--- src/v4fw_pkg.sv ---
// ---------------------------------------------------------------------------
// v4fw_pkg
// Types and constants shared by the two-port IPv4 forwarder.
// ---------------------------------------------------------------------------
`default_nettype none

package v4fw_pkg;

	localparam int unsigned STORE_DEPTH = 37;
	localparam int unsigned ADDR_W      = 6;
	localparam int unsigned QDEPTH      = 4;
	localparam int unsigned QPTR_W      = 2;

	localparam logic [5:0] STORE_LAST_IDX = 6'd37;
	localparam logic [5:0] ETH_WORDS      = 6'd7;
	localparam logic [5:0] MIN_WORDS      = 6'd17;
	localparam logic [6:0] MIN_BYTES      = 7'd34;
	localparam logic [5:0] IDX_SRC_HI     = 6'd3;
	localparam logic [5:0] IDX_SRC_MID    = 6'd4;
	localparam logic [5:0] IDX_SRC_LO     = 6'd5;
	localparam logic [5:0] IDX_ETYPE      = 6'd6;
	localparam logic [5:0] IDX_VER        = 6'd7;
	localparam logic [5:0] IDX_TTL        = 6'd11;
	localparam logic [5:0] IDX_CSUM       = 6'd12;
	localparam logic [5:0] IDX_DST_HI     = 6'd15;
	localparam logic [5:0] IDX_DST_LO     = 6'd16;
	localparam logic [15:0] ETYPE_IPV4    = 16'h0800;
	localparam logic [15:0] TTL_ONE       = 16'h0100;
	localparam logic [3:0] IP_VERSION     = 4'd4;
	localparam logic [3:0] MIN_IHL        = 4'd5;

	typedef enum logic [3:0] {
		V_FWD       = 4'd0,
		V_SHORT     = 4'd1,
		V_OUTGOING  = 4'd2,
		V_NOT_IPV4  = 4'd3,
		V_OWN_MAC   = 4'd4,
		V_BAD_HDR   = 4'd5,
		V_NO_ROUTE  = 4'd6,
		V_SAME_PORT = 4'd7,
		V_TTL       = 4'd8
	} verdict_t;

	typedef enum logic [2:0] {
		REG_R0_NET  = 3'd0,
		REG_R0_MASK = 3'd1,
		REG_R0_NEXT = 3'd2,
		REG_R0_OWN  = 3'd3,
		REG_R1_NET  = 3'd4,
		REG_R1_MASK = 3'd5,
		REG_R1_NEXT = 3'd6,
		REG_R1_OWN  = 3'd7
	} reg_idx_t;

	typedef struct packed {
		logic [31:0] r0_net;
		logic [31:0] r0_mask;
		logic [47:0] r0_next;
		logic [47:0] r0_own;
		logic [31:0] r1_net;
		logic [31:0] r1_mask;
		logic [47:0] r1_next;
		logic [47:0] r1_own;
	} cfg_t;

	typedef enum logic [1:0] {
		PH_COLLECT = 2'd0,
		PH_FWD     = 2'd1,
		PH_DROP    = 2'd2
	} phase_t;

	typedef enum logic [1:0] {
		B_IDLE = 2'd0,
		B_READ = 2'd1,
		B_EMIT = 2'd2
	} bstate_t;

	// hdr=1: emit header burst (word holds the new checksum), else one beat as is
	typedef struct packed {
		logic        hdr;
		logic [15:0] word;
		logic        last;
		logic        odd;
		logic        port;
		logic [3:0]  verdict;
		logic [5:0]  hlen;
	} qent_t;

endpackage

`default_nettype wire

--- src/v4fw_ifs.sv ---
// ---------------------------------------------------------------------------
// v4fw_ifs
// Valid/ready channel interfaces: frame input, result output, register write.
// ---------------------------------------------------------------------------
`default_nettype none

interface v4fw_in_if;
	logic        valid;
	logic        ready;
	logic [15:0] in_word;
	logic        in_last;
	logic        in_odd;
	logic        ingress_port;
	logic        outgoing;
	modport source (output valid, in_word, in_last, in_odd, ingress_port, outgoing,
		input ready);
	modport sink (input valid, in_word, in_last, in_odd, ingress_port, outgoing,
		output ready);
endinterface

interface v4fw_out_if;
	logic        valid;
	logic        ready;
	logic [15:0] out_word;
	logic        out_last;
	logic        out_odd;
	logic        out_port;
	logic [3:0]  verdict;
	modport source (output valid, out_word, out_last, out_odd, out_port, verdict,
		input ready);
	modport sink (input valid, out_word, out_last, out_odd, out_port, verdict,
		output ready);
endinterface

interface v4fw_cfg_if;
	logic        valid;
	logic        ready;
	logic [2:0]  index;
	logic [47:0] data;
	modport source (output valid, index, data, input ready);
	modport sink (input valid, index, data, output ready);
endinterface

`default_nettype wire

--- src/v4fw_ram.sv ---
// ---------------------------------------------------------------------------
// v4fw_ram
// Generic simple dual-port RAM, one write port, one registered read port.
// ---------------------------------------------------------------------------
`default_nettype none

module v4fw_ram #(
	parameter int unsigned WIDTH = 16,
	parameter int unsigned DEPTH = 37
) (
	input  wire logic                     clk,
	input  wire logic                     we,
	input  wire logic [$clog2(DEPTH)-1:0] waddr,
	input  wire logic [WIDTH-1:0]         wdata,
	input  wire logic [$clog2(DEPTH)-1:0] raddr,
	output logic      [WIDTH-1:0]         rdata
);

	logic [WIDTH-1:0] mem_q [DEPTH];

	always_ff @(posedge clk) begin
		if (we) begin
			mem_q[waddr] <= wdata;
		end
		rdata <= mem_q[raddr];
	end

endmodule

`default_nettype wire

--- src/v4fw_queue.sv ---
// ---------------------------------------------------------------------------
// v4fw_queue
// Short command queue between the classifier and the emitter.
// ---------------------------------------------------------------------------
`default_nettype none

module v4fw_queue (
	input  wire logic            clk,
	input  wire logic            arst_n,
	input  wire logic            push,
	input  wire v4fw_pkg::qent_t push_data,
	input  wire logic            pop,
	output v4fw_pkg::qent_t      head,
	output logic                 full,
	output logic                 empty
);
	import v4fw_pkg::*;

	qent_t             ent_q [QDEPTH];
	logic [QPTR_W-1:0] wr_q, rd_q;
	logic [QPTR_W:0]   cnt_q;

	assign full  = (cnt_q == (QPTR_W+1)'(QDEPTH));
	assign empty = (cnt_q == '0);
	assign head  = ent_q[rd_q];

	always_ff @(posedge clk) begin
		if (push) begin
			ent_q[wr_q] <= push_data;
		end
	end

	always_ff @(posedge clk or negedge arst_n) begin
		if (!arst_n) begin
			wr_q  <= '0;
			rd_q  <= '0;
			cnt_q <= '0;
		end else begin
			if (push) wr_q <= wr_q + 1'b1;
			if (pop)  rd_q <= rd_q + 1'b1;
			cnt_q <= cnt_q + (QPTR_W+1)'(push) - (QPTR_W+1)'(pop);
		end
	end

endmodule

`default_nettype wire

--- src/v4fw_front.sv ---
// ---------------------------------------------------------------------------
// v4fw_front
// Accepts frame words, stores the header, runs the checks and route lookup,
// and queues header bursts, pass-through beats and verdicts.
// ---------------------------------------------------------------------------
`default_nettype none

module v4fw_front (
	input  wire logic            clk,
	input  wire logic            arst_n,
	v4fw_in_if.sink              rx,
	input  wire v4fw_pkg::cfg_t  cfg,
	input  wire logic            hdr_done,
	output logic                 hdr_busy,
	output logic                 ram_we,
	output logic [5:0]           ram_waddr,
	output logic [15:0]          ram_wdata,
	output logic                 q_push,
	output v4fw_pkg::qent_t      q_data,
	input  wire logic            q_full
);
	import v4fw_pkg::*;

	phase_t      phase_q;
	logic [5:0]  idx_q, hlen_q;
	logic [3:0]  reason_q;
	logic        port_q, ing_q, outg_q, hdr_busy_q;
	logic [15:0] sum_q, etype_q, w7_q;
	logic [47:0] src_q;
	logic [7:0]  ttl_q;
	logic [31:0] dst_q;

	logic        acc, first, ing_d, outg_d, odd_e, in_sum, m0, m1, port_late, decide;
	logic [15:0] w, etype_d, w7_d, term, sum_base, sum_d;
	logic [16:0] sum_add;
	logic [47:0] src_d;
	logic [7:0]  ttl_d;
	logic [31:0] dst_d;
	logic [5:0]  n, hlen_d;
	logic [6:0]  len;
	verdict_t    early_v, late_v, last_v, mid_v;

	assign w        = rx.in_word;
	assign first    = (idx_q == '0);
	assign acc      = rx.valid && rx.ready;
	assign rx.ready = !q_full && !(phase_q == PH_COLLECT && first && hdr_busy_q);
	assign hdr_busy = hdr_busy_q;

	// header fields as they stand including the current beat
	always_comb begin
		ing_d   = first ? rx.ingress_port : ing_q;
		outg_d  = first ? rx.outgoing : outg_q;
		src_d   = src_q;
		etype_d = (idx_q == IDX_ETYPE) ? w : etype_q;
		w7_d    = (idx_q == IDX_VER) ? w : w7_q;
		ttl_d   = (idx_q == IDX_TTL) ? w[15:8] : ttl_q;
		dst_d   = dst_q;
		if (idx_q == IDX_SRC_HI)  src_d[47:32] = w;
		if (idx_q == IDX_SRC_MID) src_d[31:16] = w;
		if (idx_q == IDX_SRC_LO)  src_d[15:0]  = w;
		if (idx_q == IDX_DST_HI)  dst_d[31:16] = w;
		if (idx_q == IDX_DST_LO)  dst_d[15:0]  = w;
	end

	assign n      = (idx_q < STORE_LAST_IDX) ? idx_q + 6'd1 : idx_q;
	assign hlen_d = (n > ETH_WORDS) ? ETH_WORDS + {1'b0, w7_d[11:8], 1'b0} : hlen_q;
	assign odd_e  = rx.in_last & rx.in_odd;
	assign len    = {n, 1'b0} - 7'(odd_e);

	always_comb begin
		if (outg_d)                                        early_v = V_OUTGOING;
		else if (etype_d != ETYPE_IPV4)                    early_v = V_NOT_IPV4;
		else if (src_d == cfg.r0_own || src_d == cfg.r1_own) early_v = V_OWN_MAC;
		else if (w7_d[15:12] != IP_VERSION || w7_d[11:8] < MIN_IHL) early_v = V_BAD_HDR;
		else                                               early_v = V_FWD;
	end

	assign m0 = (dst_d & cfg.r0_mask) == cfg.r0_net;
	assign m1 = (dst_d & cfg.r1_mask) == cfg.r1_net;
	// route 1 takes a tie only with the longer mask
	assign port_late = !m0 || (m1 && cfg.r1_mask > cfg.r0_mask);

	always_comb begin
		if (!m0 && !m1)              late_v = V_NO_ROUTE;
		else if (port_late == ing_d) late_v = V_SAME_PORT;
		else if (ttl_d <= 8'd1)      late_v = V_TTL;
		else                         late_v = V_FWD;
	end

	always_comb begin
		if (len < MIN_BYTES)              last_v = V_SHORT;
		else if (early_v != V_FWD)        last_v = early_v;
		else if (len < {hlen_d, 1'b0})    last_v = V_SHORT;
		else                              last_v = late_v;
	end

	assign decide = (n >= MIN_WORDS) && (early_v != V_FWD || n >= hlen_d);
	assign mid_v  = (early_v != V_FWD) ? early_v : late_v;

	// running ones-complement sum, TTL already decremented, checksum as zero
	always_comb begin
		if (idx_q == IDX_TTL)       term = w - TTL_ONE;
		else if (idx_q == IDX_CSUM) term = '0;
		else                        term = w;
	end
	assign in_sum   = (idx_q >= ETH_WORDS) && (idx_q < hlen_d);
	assign sum_base = first ? '0 : sum_q;
	assign sum_add  = {1'b0, sum_base} + {1'b0, term};
	assign sum_d    = in_sum ? sum_add[15:0] + 16'(sum_add[16]) : sum_base;

	assign ram_we    = acc && phase_q == PH_COLLECT && idx_q < STORE_LAST_IDX;
	assign ram_waddr = idx_q;
	assign ram_wdata = w;

	always_comb begin
		q_push         = 1'b0;
		q_data         = '0;
		q_data.hlen    = hlen_d;
		unique case (phase_q)
			PH_COLLECT: begin
				if (rx.in_last) begin
					q_push = acc;
					if (last_v == V_FWD) begin
						q_data.hdr  = 1'b1;
						q_data.word = ~sum_d;
						q_data.last = 1'b1;
						q_data.port = port_late;
					end else begin
						q_data.last    = 1'b1;
						q_data.verdict = last_v;
					end
				end else if (decide && mid_v == V_FWD) begin
					q_push      = acc;
					q_data.hdr  = 1'b1;
					q_data.word = ~sum_d;
					q_data.port = port_late;
				end
			end
			PH_FWD: begin
				q_push      = acc;
				q_data.word = w;
				q_data.last = rx.in_last;
				q_data.odd  = odd_e;
				q_data.port = port_q;
			end
			PH_DROP: begin
				q_push         = acc && rx.in_last;
				q_data.last    = 1'b1;
				q_data.verdict = reason_q;
			end
			default: begin
				q_push = 1'b0;
			end
		endcase
	end

	always_ff @(posedge clk) begin
		if (acc && phase_q == PH_COLLECT) begin
			src_q   <= src_d;
			etype_q <= etype_d;
			w7_q    <= w7_d;
			ttl_q   <= ttl_d;
			dst_q   <= dst_d;
			sum_q   <= sum_d;
			hlen_q  <= hlen_d;
		end
	end

	always_ff @(posedge clk or negedge arst_n) begin
		if (!arst_n) begin
			phase_q    <= PH_COLLECT;
			idx_q      <= '0;
			reason_q   <= '0;
			port_q     <= 1'b0;
			ing_q      <= 1'b0;
			outg_q     <= 1'b0;
			hdr_busy_q <= 1'b0;
		end else begin
			if (hdr_done) hdr_busy_q <= 1'b0;
			if (q_push && q_data.hdr) hdr_busy_q <= 1'b1;
			if (acc) begin
				unique case (phase_q)
					PH_COLLECT: begin
						ing_q  <= ing_d;
						outg_q <= outg_d;
						port_q <= port_late;
						if (rx.in_last) begin
							idx_q <= '0;
						end else begin
							idx_q <= n;
							if (decide) begin
								if (mid_v == V_FWD) begin
									phase_q <= PH_FWD;
								end else begin
									phase_q  <= PH_DROP;
									reason_q <= mid_v;
								end
							end
						end
					end
					PH_FWD, PH_DROP: begin
						if (rx.in_last) begin
							phase_q <= PH_COLLECT;
							idx_q   <= '0;
						end
					end
					default: begin
						phase_q <= PH_COLLECT;
					end
				endcase
			end
		end
	end

endmodule

`default_nettype wire

--- src/v4fw_back.sv ---
// ---------------------------------------------------------------------------
// v4fw_back
// Drains the command queue: emits header bursts from the header RAM with
// rewritten MACs and checksum, and forwards single beats.
// ---------------------------------------------------------------------------
`default_nettype none

module v4fw_back (
	input  wire logic            clk,
	input  wire logic            arst_n,
	input  wire v4fw_pkg::cfg_t  cfg,
	input  wire v4fw_pkg::qent_t q_head,
	input  wire logic            q_empty,
	output logic                 q_pop,
	output logic [5:0]           ram_raddr,
	input  wire logic [15:0]     ram_rdata,
	output logic                 hdr_done,
	v4fw_out_if.source           tx
);
	import v4fw_pkg::*;

	bstate_t     state_q, state_d;
	qent_t       cmd_q;
	logic [5:0]  bidx_q;
	logic        ov_q, olast_q, oodd_q, oport_q;
	logic [15:0] oword_q, subst;
	logic [3:0]  overd_q;
	logic        out_free, ld_data, ld_hdr, at_end;
	logic [47:0] nm, om;

	assign out_free = !ov_q || tx.ready;
	assign at_end   = (bidx_q == cmd_q.hlen - 6'd1);

	always_comb begin
		state_d = state_q;
		unique case (state_q)
			B_IDLE: if (!q_empty && out_free && q_head.hdr) state_d = B_READ;
			B_READ: state_d = B_EMIT;
			B_EMIT: if (out_free) state_d = at_end ? B_IDLE : B_READ;
			default: state_d = B_IDLE;
		endcase
	end

	always_comb begin
		q_pop     = (state_q == B_IDLE) && !q_empty && out_free;
		ld_data   = q_pop && !q_head.hdr;
		ld_hdr    = (state_q == B_EMIT) && out_free;
		hdr_done  = ld_hdr && at_end;
		ram_raddr = bidx_q;
	end

	assign nm = cmd_q.port ? cfg.r1_next : cfg.r0_next;
	assign om = cmd_q.port ? cfg.r1_own : cfg.r0_own;

	always_comb begin
		case (bidx_q)
			6'd0:     subst = nm[47:32];
			6'd1:     subst = nm[31:16];
			6'd2:     subst = nm[15:0];
			6'd3:     subst = om[47:32];
			6'd4:     subst = om[31:16];
			6'd5:     subst = om[15:0];
			IDX_TTL:  subst = ram_rdata - TTL_ONE;
			IDX_CSUM: subst = cmd_q.word;
			default:  subst = ram_rdata;
		endcase
	end

	always_ff @(posedge clk) begin
		if (q_pop && q_head.hdr) begin
			cmd_q <= q_head;
		end
		if (ld_data) begin
			oword_q <= q_head.word;
			olast_q <= q_head.last;
			oodd_q  <= q_head.odd;
			oport_q <= q_head.port;
			overd_q <= q_head.verdict;
		end else if (ld_hdr) begin
			oword_q <= subst;
			olast_q <= cmd_q.last && at_end;
			oodd_q  <= 1'b0;
			oport_q <= cmd_q.port;
			overd_q <= V_FWD;
		end
	end

	always_ff @(posedge clk or negedge arst_n) begin
		if (!arst_n) begin
			state_q <= B_IDLE;
			bidx_q  <= '0;
			ov_q    <= 1'b0;
		end else begin
			state_q <= state_d;
			if (q_pop && q_head.hdr) bidx_q <= '0;
			else if (ld_hdr)         bidx_q <= bidx_q + 6'd1;
			if (ld_data || ld_hdr) ov_q <= 1'b1;
			else if (tx.ready)     ov_q <= 1'b0;
		end
	end

	assign tx.valid    = ov_q;
	assign tx.out_word = oword_q;
	assign tx.out_last = olast_q;
	assign tx.out_odd  = oodd_q;
	assign tx.out_port = oport_q;
	assign tx.verdict  = overd_q;

endmodule

`default_nettype wire

--- src/ipv4_two_port_forwarder.sv ---
// ---------------------------------------------------------------------------
// ipv4_two_port_forwarder
// Two-port IPv4 forwarder: header checks, longest-prefix route over two
// routes, TTL decrement, checksum and MAC rewrite.
//
//  channel  dir  beat contents
//  rx       in   in_word, in_last, in_odd, ingress_port, outgoing
//  tx       out  out_word, out_last, out_odd, out_port, verdict
//  cfg      in   index (register 0..7), data (low 32 or 48 bits used)
//
// rx takes one word per cycle except while the emitter still reads the
// previous frame's header RAM (first word of a new frame waits) or the
// 4-entry command queue is full.
// Header burst: each word is read from the RAM (B_READ), then loaded into the output register (B_EMIT).
// Pass-through and verdict beats go through the queue and the output register.
// Reset clears control state and the config registers; header RAM, queue entries and data registers are not cleared.
// ---------------------------------------------------------------------------
`default_nettype none

module ipv4_two_port_forwarder (
	input  wire logic  clk,
	input  wire logic  arst_n,
	v4fw_in_if.sink    rx,
	v4fw_out_if.source tx,
	v4fw_cfg_if.sink   cfg
);
	import v4fw_pkg::*;

	cfg_t        cfg_q;
	logic        hdr_done, hdr_busy, ram_we, q_push, q_pop, q_full, q_empty;
	logic [5:0]  ram_waddr, ram_raddr;
	logic [15:0] ram_wdata, ram_rdata;
	qent_t       q_in, q_head;

	assign cfg.ready = 1'b1;

	always_ff @(posedge clk or negedge arst_n) begin
		if (!arst_n) begin
			cfg_q <= '0;
		end else if (cfg.valid) begin
			unique case (reg_idx_t'(cfg.index))
				REG_R0_NET:  cfg_q.r0_net  <= cfg.data[31:0];
				REG_R0_MASK: cfg_q.r0_mask <= cfg.data[31:0];
				REG_R0_NEXT: cfg_q.r0_next <= cfg.data;
				REG_R0_OWN:  cfg_q.r0_own  <= cfg.data;
				REG_R1_NET:  cfg_q.r1_net  <= cfg.data[31:0];
				REG_R1_MASK: cfg_q.r1_mask <= cfg.data[31:0];
				REG_R1_NEXT: cfg_q.r1_next <= cfg.data;
				REG_R1_OWN:  cfg_q.r1_own  <= cfg.data;
				default:     cfg_q <= cfg_q;
			endcase
		end
	end

	v4fw_front u_front (
		.clk, .arst_n, .rx, .cfg(cfg_q), .hdr_done, .hdr_busy,
		.ram_we, .ram_waddr, .ram_wdata, .q_push, .q_data(q_in), .q_full
	);

	v4fw_ram #(.WIDTH(16), .DEPTH(STORE_DEPTH)) u_hdr_ram (
		.clk, .we(ram_we), .waddr(ram_waddr), .wdata(ram_wdata),
		.raddr(ram_raddr), .rdata(ram_rdata)
	);

	v4fw_queue u_queue (
		.clk, .arst_n, .push(q_push), .push_data(q_in), .pop(q_pop),
		.head(q_head), .full(q_full), .empty(q_empty)
	);

	v4fw_back u_back (
		.clk, .arst_n, .cfg(cfg_q), .q_head, .q_empty, .q_pop,
		.ram_raddr, .ram_rdata, .hdr_done, .tx
	);

`ifndef SYNTHESIS
	a_no_overflow: assert property (@(posedge clk) disable iff (!arst_n)
		q_push |-> !q_full) else $error("command queue overflow");
	a_done_busy: assert property (@(posedge clk) disable iff (!arst_n)
		hdr_done |-> hdr_busy) else $error("header done without burst");
	a_no_ram_clobber: assert property (@(posedge clk) disable iff (!arst_n)
		(ram_we && hdr_busy) |-> ram_waddr != 6'd0)
		else $error("header RAM overwritten during burst");
	a_verdict_last: assert property (@(posedge clk) disable iff (!arst_n)
		(tx.valid && tx.verdict != V_FWD) |-> tx.out_last)
		else $error("verdict beat without last");
`endif

endmodule

`default_nettype wire

--- src/flat_wrapper.sv ---
// flat-port wrapper written by rule: the top's interface ports become plain ports
module ipv4_two_port_forwarder_flat import v4fw_pkg::*;
  (clk, arst_n, rx_valid, rx_in_word, rx_in_last, rx_in_odd, rx_ingress_port, rx_outgoing, rx_ready, tx_valid, tx_out_word, tx_out_last, tx_out_odd, tx_out_port, tx_verdict, tx_ready, cfg_valid, cfg_index, cfg_data, cfg_ready);
  v4fw_in_if rx_i ();
  v4fw_out_if tx_i ();
  v4fw_cfg_if cfg_i ();
  input  wire logic clk;
  input  wire logic arst_n;
  input wire logic [$bits(rx_i.valid)-1:0] rx_valid;
  input wire logic [$bits(rx_i.in_word)-1:0] rx_in_word;
  input wire logic [$bits(rx_i.in_last)-1:0] rx_in_last;
  input wire logic [$bits(rx_i.in_odd)-1:0] rx_in_odd;
  input wire logic [$bits(rx_i.ingress_port)-1:0] rx_ingress_port;
  input wire logic [$bits(rx_i.outgoing)-1:0] rx_outgoing;
  output wire logic [$bits(rx_i.ready)-1:0] rx_ready;
  output wire logic [$bits(tx_i.valid)-1:0] tx_valid;
  output wire logic [$bits(tx_i.out_word)-1:0] tx_out_word;
  output wire logic [$bits(tx_i.out_last)-1:0] tx_out_last;
  output wire logic [$bits(tx_i.out_odd)-1:0] tx_out_odd;
  output wire logic [$bits(tx_i.out_port)-1:0] tx_out_port;
  output wire logic [$bits(tx_i.verdict)-1:0] tx_verdict;
  input wire logic [$bits(tx_i.ready)-1:0] tx_ready;
  input wire logic [$bits(cfg_i.valid)-1:0] cfg_valid;
  input wire logic [$bits(cfg_i.index)-1:0] cfg_index;
  input wire logic [$bits(cfg_i.data)-1:0] cfg_data;
  output wire logic [$bits(cfg_i.ready)-1:0] cfg_ready;
  assign rx_i.valid = rx_valid;
  assign rx_i.in_word = rx_in_word;
  assign rx_i.in_last = rx_in_last;
  assign rx_i.in_odd = rx_in_odd;
  assign rx_i.ingress_port = rx_ingress_port;
  assign rx_i.outgoing = rx_outgoing;
  assign rx_ready = rx_i.ready;
  assign tx_valid = tx_i.valid;
  assign tx_out_word = tx_i.out_word;
  assign tx_out_last = tx_i.out_last;
  assign tx_out_odd = tx_i.out_odd;
  assign tx_out_port = tx_i.out_port;
  assign tx_verdict = tx_i.verdict;
  assign tx_i.ready = tx_ready;
  assign cfg_i.valid = cfg_valid;
  assign cfg_i.index = cfg_index;
  assign cfg_i.data = cfg_data;
  assign cfg_ready = cfg_i.ready;
  ipv4_two_port_forwarder u_core (.clk(clk), .arst_n(arst_n), .rx(rx_i), .tx(tx_i), .cfg(cfg_i));
endmodule
--- config.mk ---
export PLATFORM = sky130hd
export DESIGN_NAME = ipv4_two_port_forwarder_flat
export DESIGN_NICKNAME = d
export VERILOG_FILES = /design/src/v4fw_pkg.sv /design/src/v4fw_ifs.sv /design/src/v4fw_ram.sv /design/src/v4fw_queue.sv /design/src/v4fw_front.sv /design/src/v4fw_back.sv /design/src/ipv4_two_port_forwarder.sv /design/src/flat_wrapper.sv
export SDC_FILE = /design/constraint.sdc
export NUM_CORES = 2
export LEC_CHECK = 0
export ABC_AREA = 1
export BUFFER_PORTS_ARGS = -buffer_cell sky130_fd_sc_hd__buf_2
export CAP_MARGIN = 0
export CORE_ASPECT_RATIO = 0.6
export CORE_MARGIN = 4
export CORE_UTILIZATION = 50
export CTS_CLUSTER_DIAMETER = 30
export DETAILED_ROUTE_END_ITERATION = 12
export PLACE_DENSITY = 0.74
export REMOVE_ABC_BUFFERS = 1
export SYNTH_ARGS = -nofsm -noshare
export SYNTH_HDL_FRONTEND = slang
export SYNTH_HIERARCHICAL = 1
export SYNTH_SLANG_ARGS = --single-unit
--- constraint.sdc ---
create_clock -name clk -period 22.8 [get_ports clk]
set_input_delay 1.14 -clock clk [delete_from_list [all_inputs] [get_ports clk]]
set_output_delay 1.14 -clock clk [all_outputs]
set_load 0.03 [all_outputs]
After elaboration in Yosys (flattened, before gate mapping)

Memory sizes are Yosys's and may differ from the RTL's. A register that Yosys moved wholly into a read port is not among the register bits.
Cells that the tools add are included.

Latch bits: 0
Word-level logic and storage cells: 255
Output and inout bits: 26
ROM bits: 0
Flip-flop bits (word level): 541
RAM bits: 712
Input port bits: 76
Memories: 2

Memories:

| memory                 | words | width | rd ports | clocked after Yosys merged registers in | wr ports | RTL line         | RTL |
|---|---|---|---|---|---|---|---|
| u_core.u_hdr_ram.mem_q | 37    | 16    | 1        | 1                                       | 1        | v4fw_ram.sv:19   | `logic [WIDTH-1:0] mem_q [DEPTH];` |
| u_core.u_queue.ent_q   | 4     | 30    | 1        | 0                                       | 1        | v4fw_queue.sv:19 | `qent_t ent_q [QDEPTH];` |

$mul: 0
Shift-type cells: 0
Equal/unequal tests: 41
Add/subtract/negate cells: 13
Muxes and demuxes: 80
Reduce and logical (&&, ||, !) cells: 64
Divide/modulo/power cells: 0
Order comparisons: 11
Bitwise operators: 6

Operator list:

| kind                                                                      | count |
|---|---|
| 16-bit two-way mux                                                        | 13 |
| 16-bit one-hot mux with 8 select lines                                    | 1 |
| 48-bit equality test                                                      | 2 |
| 48-bit two-way mux                                                        | 2 |
| 32-bit bitwise AND                                                        | 2 |
| 32-bit equality test                                                      | 2 |
| 17-bit two-way mux                                                        | 3 |
| 4-bit two-way mux                                                         | 11 |
| 6-bit by 3-bit equality test with 1-bit output, second input constant     | 6 |
| 6-bit two-way mux                                                         | 6 |
| 32-bit > comparator                                                       | 1 |
| 16-bit one-hot mux with 2 select lines                                    | 1 |
| 16-bit by 9-bit subtractor with 16-bit output, second input constant      | 2 |
| 6-bit by 4-bit equality test with 1-bit output, second input constant     | 5 |
| 1-bit two-way mux                                                         | 25 |
| 1-bit logical AND                                                         | 22 |
| 2-bit AND reduction                                                       | 11 |
| 6-bit by 2-bit equality test with 1-bit output, second input constant     | 3 |
| 16-bit by 16-bit adder with 17-bit output                                 | 1 |
| 16-bit by 1-bit adder with 16-bit output                                  | 1 |
| 16-bit by 12-bit inequality test with 1-bit output, second input constant | 1 |
| 16-bit inverter                                                           | 1 |
| 3-bit equality test, second input constant                                | 5 |
| 6-bit by 1-bit adder with 6-bit output, second input constant             | 2 |
| 49 further kinds                                                          | 86 |

Depth between registers and ports, before layout

Depth after elaboration: 18
Gate-level depth with buffers: 37
Mapped depth without buffers: 34

Cells and area by module

Netlist, hierarchy kept.

Modules (own cells, without submodules):

| module                  | seq. area each (um2) | cells each | instances | area each (um2) |
|---|---|---|---|---|
| v4fw_ram                | 18097.4              | 1980       | 1         | 24278.3 |
| v4fw_front              | 4394.2               | 2213       | 1         | 14366.3 |
| ipv4_two_port_forwarder | 8007.7               | 1421       | 1         | 12426.9 |
| v4fw_queue              | 3778.6               | 516        | 1         | 5470.2 |
| v4fw_back               | 1636.6               | 872        | 1         | 5138.7 |

Worst setup path after synthesis

No wires, ideal clock.

Path kind: reg2reg
From: register u_core.u_front.idx_q[0] (netlist: u_core/u_front/ram_waddr[0])
To: memory u_core.u_hdr_ram.mem_q[0][0] (enable)
Path slack: 12.485 ns
Data required time: 22.412 ns
Period minus slack after synthesis: 10.315 ns
Library setup time: 0.388 ns
Path buffers: 2
Data arrival time: 9.926 ns
Cell stages (with the launch flop): 16
Path through: dfrtp_1 -> inv_1 -> ha_1 -> buf_2 -> buf_2 -> inv_1 -> nor3_1 -> a31oi_1 -> nand2_1 -> nor2_1 -> inv_1 -> a21oi_1 -> inv_1 -> nor2_1 -> nand2_1 -> nor2_1

Longest elaborated chain between the ends: 10
Elaborated cells on any way between the ends: 11
Classes of those cells: order compare: 1; mux: 2; reduce/logical: 8

Ends and longest elaborated chain:

| what                                    | RTL line                      | RTL |
|---|---|---|
| start, declared                         | v4fw_front.sv:25              | `logic [5:0] idx_q, hlen_q;` |
| start signal, assigned                  | v4fw_front.sv:190             | `idx_q <= n;` |
| 6-bit zero test                         | v4fw_front.sv:44              | `assign first = (idx_q == '0);` |
| 1-bit logical AND (2 in series)         | v4fw_front.sv:46              | `assign rx.ready = !q_full && !(phase_q == PH_COLLECT && first && hdr_busy_q);` |
| 1-bit zero test                         | v4fw_front.sv:46              |  |
| 1-bit logical AND                       | v4fw_front.sv:46              |  |
| via rx_ready                            | flat_wrapper.sv:15            | `output wire logic [$bits(rx_i.ready)-1:0] rx_ready;` |
| 1-bit logical AND                       | v4fw_front.sv:45              | `assign acc = rx.valid && rx.ready;` |
| 1-bit logical AND (2 in series)         | v4fw_front.sv:111             | `assign ram_we = acc && phase_q == PH_COLLECT && idx_q < STORE_LAST_IDX;` |
| via u_core.ram_we                       | ipv4_two_port_forwarder.sv:30 | `logic hdr_done, hdr_busy, ram_we, q_push, q_pop, q_full, q_empty;` |
| 1-bit two-way mux                       | v4fw_ram.sv:22                | `if (we) begin` |
| 1-bit two-way mux (implied by the code) | v4fw_ram.sv:23                | `mem_q[waddr] <= wdata;` |
| end, declared                           | v4fw_ram.sv:19                |  |

The timed path passes the listed nets, and every way through them passes these cells.

==> metrics.csv <==
stage,metric,value,unit
status,status,"finished, final reports clean",
sta,worst-margin pin slew,1.32,ns
yosys,Ys Warns,6,
sta,fin crit share,28.9,%
global_route,largest net degree at the start of global routing,161,
finish,share of layout cells above drive strength 1,8.69,%
clock_tree,clock root cell,clkbuf_16,
floorplanning,Die Area,129000,um^2
setup_path,startpoint types,register,
setup_path,Worst EP arrival,7.10,ns
setup_path,highest net fanout along the worst path,56,
clock_tree,"Hold-fix buffers, CTS",0,
pwr,Leak,31.4,nW
sta,"Setup violations, final",0,
finish,area of the multi-input gates,21600,um^2
routing,Initial DRC Count,7861,
sta,Max Slew Vio Count,0,
placed_design,Port Buf Inserts,100,
yosys,Mapped Area,61700,um^2
floorplanning,Initial Utilization,50.6,%
global_route,Total GRT Usage,30.1,%
global_route,number of global-route vias before repair,46200,
floorplanning,# IOs,102,
finish,most frequent cells in the layout,"nand2_1 (2952), edfxtp_1 (892), nand3_1 (854)",
routing,total number of vias,50900,
finish,# fillers,10100,
sta,setup tns final,0,ns
routing,DRT Pass-1 Iters,6,
clock_tree,TritonCTS clock tree,done,
sta,min cycle time layout,6.59,ns
global_route,gr busiest metal,met1,
finish,nets@finish,7181,
setup_path,FF-to-FF Start,u_core/u_front/ram_waddr[5],
yosys,register bit total from synthesis,1260,
setup_path,r2r worst-path depth,33,
global_route,first-pass GRT wire length,293,mm
setup_path,RR Endpoint,u_core/u_queue/ent_q[3][25],
global_route,number of antenna violations at the first check in global routing,13,
yosys,synth unique cells,54,
placed_design,Post-DP HPWL,128,mm
hold_path,Worst Hold Class,primary input to async pin,
finish,register area,35900,um^2
setup_path,crit end category,register,
yosys,Syn Inst Count,7002,
placed_design,RePlAce Congestion,0.976,
sta,Fin. Hold Viols,0,
sta,clk_skew,0.0395,ns
clock_tree,Clock H-tree levels,4,
floorplanning,Die Ht,280,um
sta,final setup margin,16.21,ns
clock_tree,CTS Buf Count,173,
yosys,Synth Area per Inst,8.81,um^2
finish,"commonest non-fill, non-tap cell in the layout",nand2_1,
placed_design,dpl ws,16.47,ns
yosys,sequential fraction of the synthesis area,58.2,%
setup_path,Critical-path top delay cell,nor3_1,
routing,Total Wirelength,198,mm
global_route,met3 Usage GRT,10.9,%
global_route,met1 Use GR,46.1,%
clock_tree,deepest clock path buffer count,3,
pwr,PwrDens,128,nW/um^2
pwr,Peak VDD IR,105,uV
setup_path,Most common cell on crit path,nand2_1,
clock_tree,postcts setup bufs,0,
sta,RSZ-0062 raised after global routing,false,
routing,DRC viols,0,
setup_path,"slowest stage delay, CP",0.68,ns
setup_path,"setup slack, reg-to-reg",16.21,ns
flow_run,max-cap viol count,0,
clock_tree,clock-pin transition on the worst setup and hold timing paths,0.06,ns
sta,maximum achievable frequency,152,MHz
setup_path,critical path buffer and inverter count,3,
setup_path,critical path required time,23.31,ns
clock_tree,clock latency on the worst-skew pair,0.82,ns
floorplanning,FP Rows,99,
floorplanning,Die W,461,um
sta,Slew headroom,11.0,%
clock_tree,cts repair resizes,0,
routing,final antenna-violating net count,0,
routing,WL/cell,22.5,um
setup_path,Crit Path Category,register to register,
finish,Area growth syn-to-layout,12.5,%
global_route,grt ovf,0,
clock_tree,CTS Sinks,1260,
floorplanning,Core Region,122000,um^2
global_route,GR Util met2,39.6,%
routing,Vias/cell,5.79,
setup_path,crit-path leading delay family,simple AND/OR/NAND/NOR gates,
## area by class of cell
class / count / share of cell area, %
clock inverters: 136 / 2.63
inverters: 598 / 3.26
repair buffers: 209 / 1.95
clock buffers: 191 / 6.42
multi-input cells: 4778 / 31.0
well taps: 1616 / 2.91
flip-flops and latches: 1260 / 51.8
diodes: 8 / 0.0288
## routing by layer
layer	routed length [um]	vias to the layer above
met2	77800	3340
met5	66	-
met3	31300	382
li1	-	22900
met1	83600	24300
met4	5380	10
## cell families (layout without fill, tap and decap cells)
logic type / Yosys count / after routing / synth area share (%)
other: 1 / 9 / 0.00608
AO/OA/AOI/OAI: 298 / 298 / 2.82
XOR/XNOR: 56 / 56 / 0.795
buffers and inverters: 964 / 1134 / 6.97
adder cells (fa/ha/maj): 85 / 85 / 1.75
flip-flops: 1260 / 1260 / 58.2
AND/OR/NAND/NOR: 4338 / 4338 / 29.4
## stage by stage
| step | power (mW) | utilization (%) | cells | hold WS [ns] | cell area, um^2 |
|---|---|---|---|---|---|
| after CTS | 8.78 | 56.9 | 8788 | 0.467 | 69400 |
| after global routing | 9.27 | 56.9 | 8789 | 0.481 | 69400 |
| after detailed placement | 5.88 | 51.7 | 8461 | 0.455 | 63100 |
| final | 8.85 | 56.9 | 8796 | 0.392 | 69400 |
| after global placement | 5.82 | 51.7 | 8461 | 0.448 | 63100 |
| after floorplan | 4.90 | - | 6636 | 0.436 | 59600 |
## power by group
| group | switching [mW] | internal, mW |
|---|---|---|
| Clock | 1.15 | 1.75 |
| Sequential | 0.215 | 2.87 |
| Combinational | 2.11 | 0.755 |
## state kept, by name, indices dropped and copies added, names as in the netlist, 16 cells and up
name / flops
u_core/u_front/sum_q: 16
u_core/u_queue/ent_q: 120
u_core/u_front/src_q: 48
u_core/u_back/tx.out_word: 16
u_core/u_hdr_ram/mem_q: 592
u_core/u_back/cmd_q: 24
u_core/cfg_q: 320
u_core/u_front/etype_q: 16
u_core/u_hdr_ram/rdata: 16
u_core/u_front/dst_q: 32
## Yosys cell counts (all sizes together)
master   instances  area share, %
a31oi            5          0.051
o21a             3          0.037
o2111ai          1          0.014
dfxtp           16           0.52
nand2         2979             18
nand3          868            7.2
nand3b          53           0.65
xor2            40           0.57
or2              4          0.041
o221ai          16           0.23
and2            17           0.17
ha              83            1.7
o21ai          170            1.4
dfrtp          352             14
a21boi           9           0.11
fa               2          0.065
clkbuf         128           0.83
clkinv           4          0.024
nor4             2          0.020
nand4           90           0.91
o22ai            6          0.061
inv            594            3.6
xnor2           16           0.23
a21o             3          0.037
edfxtp         892             43
o211ai          23           0.29
a21oi           53           0.43
o41ai            1          0.014
buf            238            2.5
o31ai            3          0.037
nor3            18           0.15
o21bai           5          0.067
nor2           307            2.1
conb             1         0.0061
## how the worst max path moves through the flow
| stage | from | to | slack, ns | depth (start not counted) |
|---|---|---|---|---|
| after floorplan | u_core/u_front/ram_waddr[0] | u_core/u_hdr_ram/mem_q[0][0] | 12.43 | 13 |
| after global placement | u_core/u_front/ram_waddr[0] | u_core/u_queue/ent_q[0][25] | 16.56 | 34 |
| after detailed placement | u_core/u_front/ram_waddr[0] | u_core/u_queue/ent_q[0][25] | 16.47 | 34 |
| after CTS | u_core/u_front/ram_waddr[0] | u_core/u_queue/ent_q[3][25] | 16.51 | 34 |
| after global routing | u_core/u_front/ram_waddr[5] | u_core/u_queue/ent_q[3][25] | 15.68 | 33 |
| final | u_core/u_front/ram_waddr[5] | u_core/u_queue/ent_q[3][25] | 16.21 | 33 |
Power figures use the tool's default switching activity.
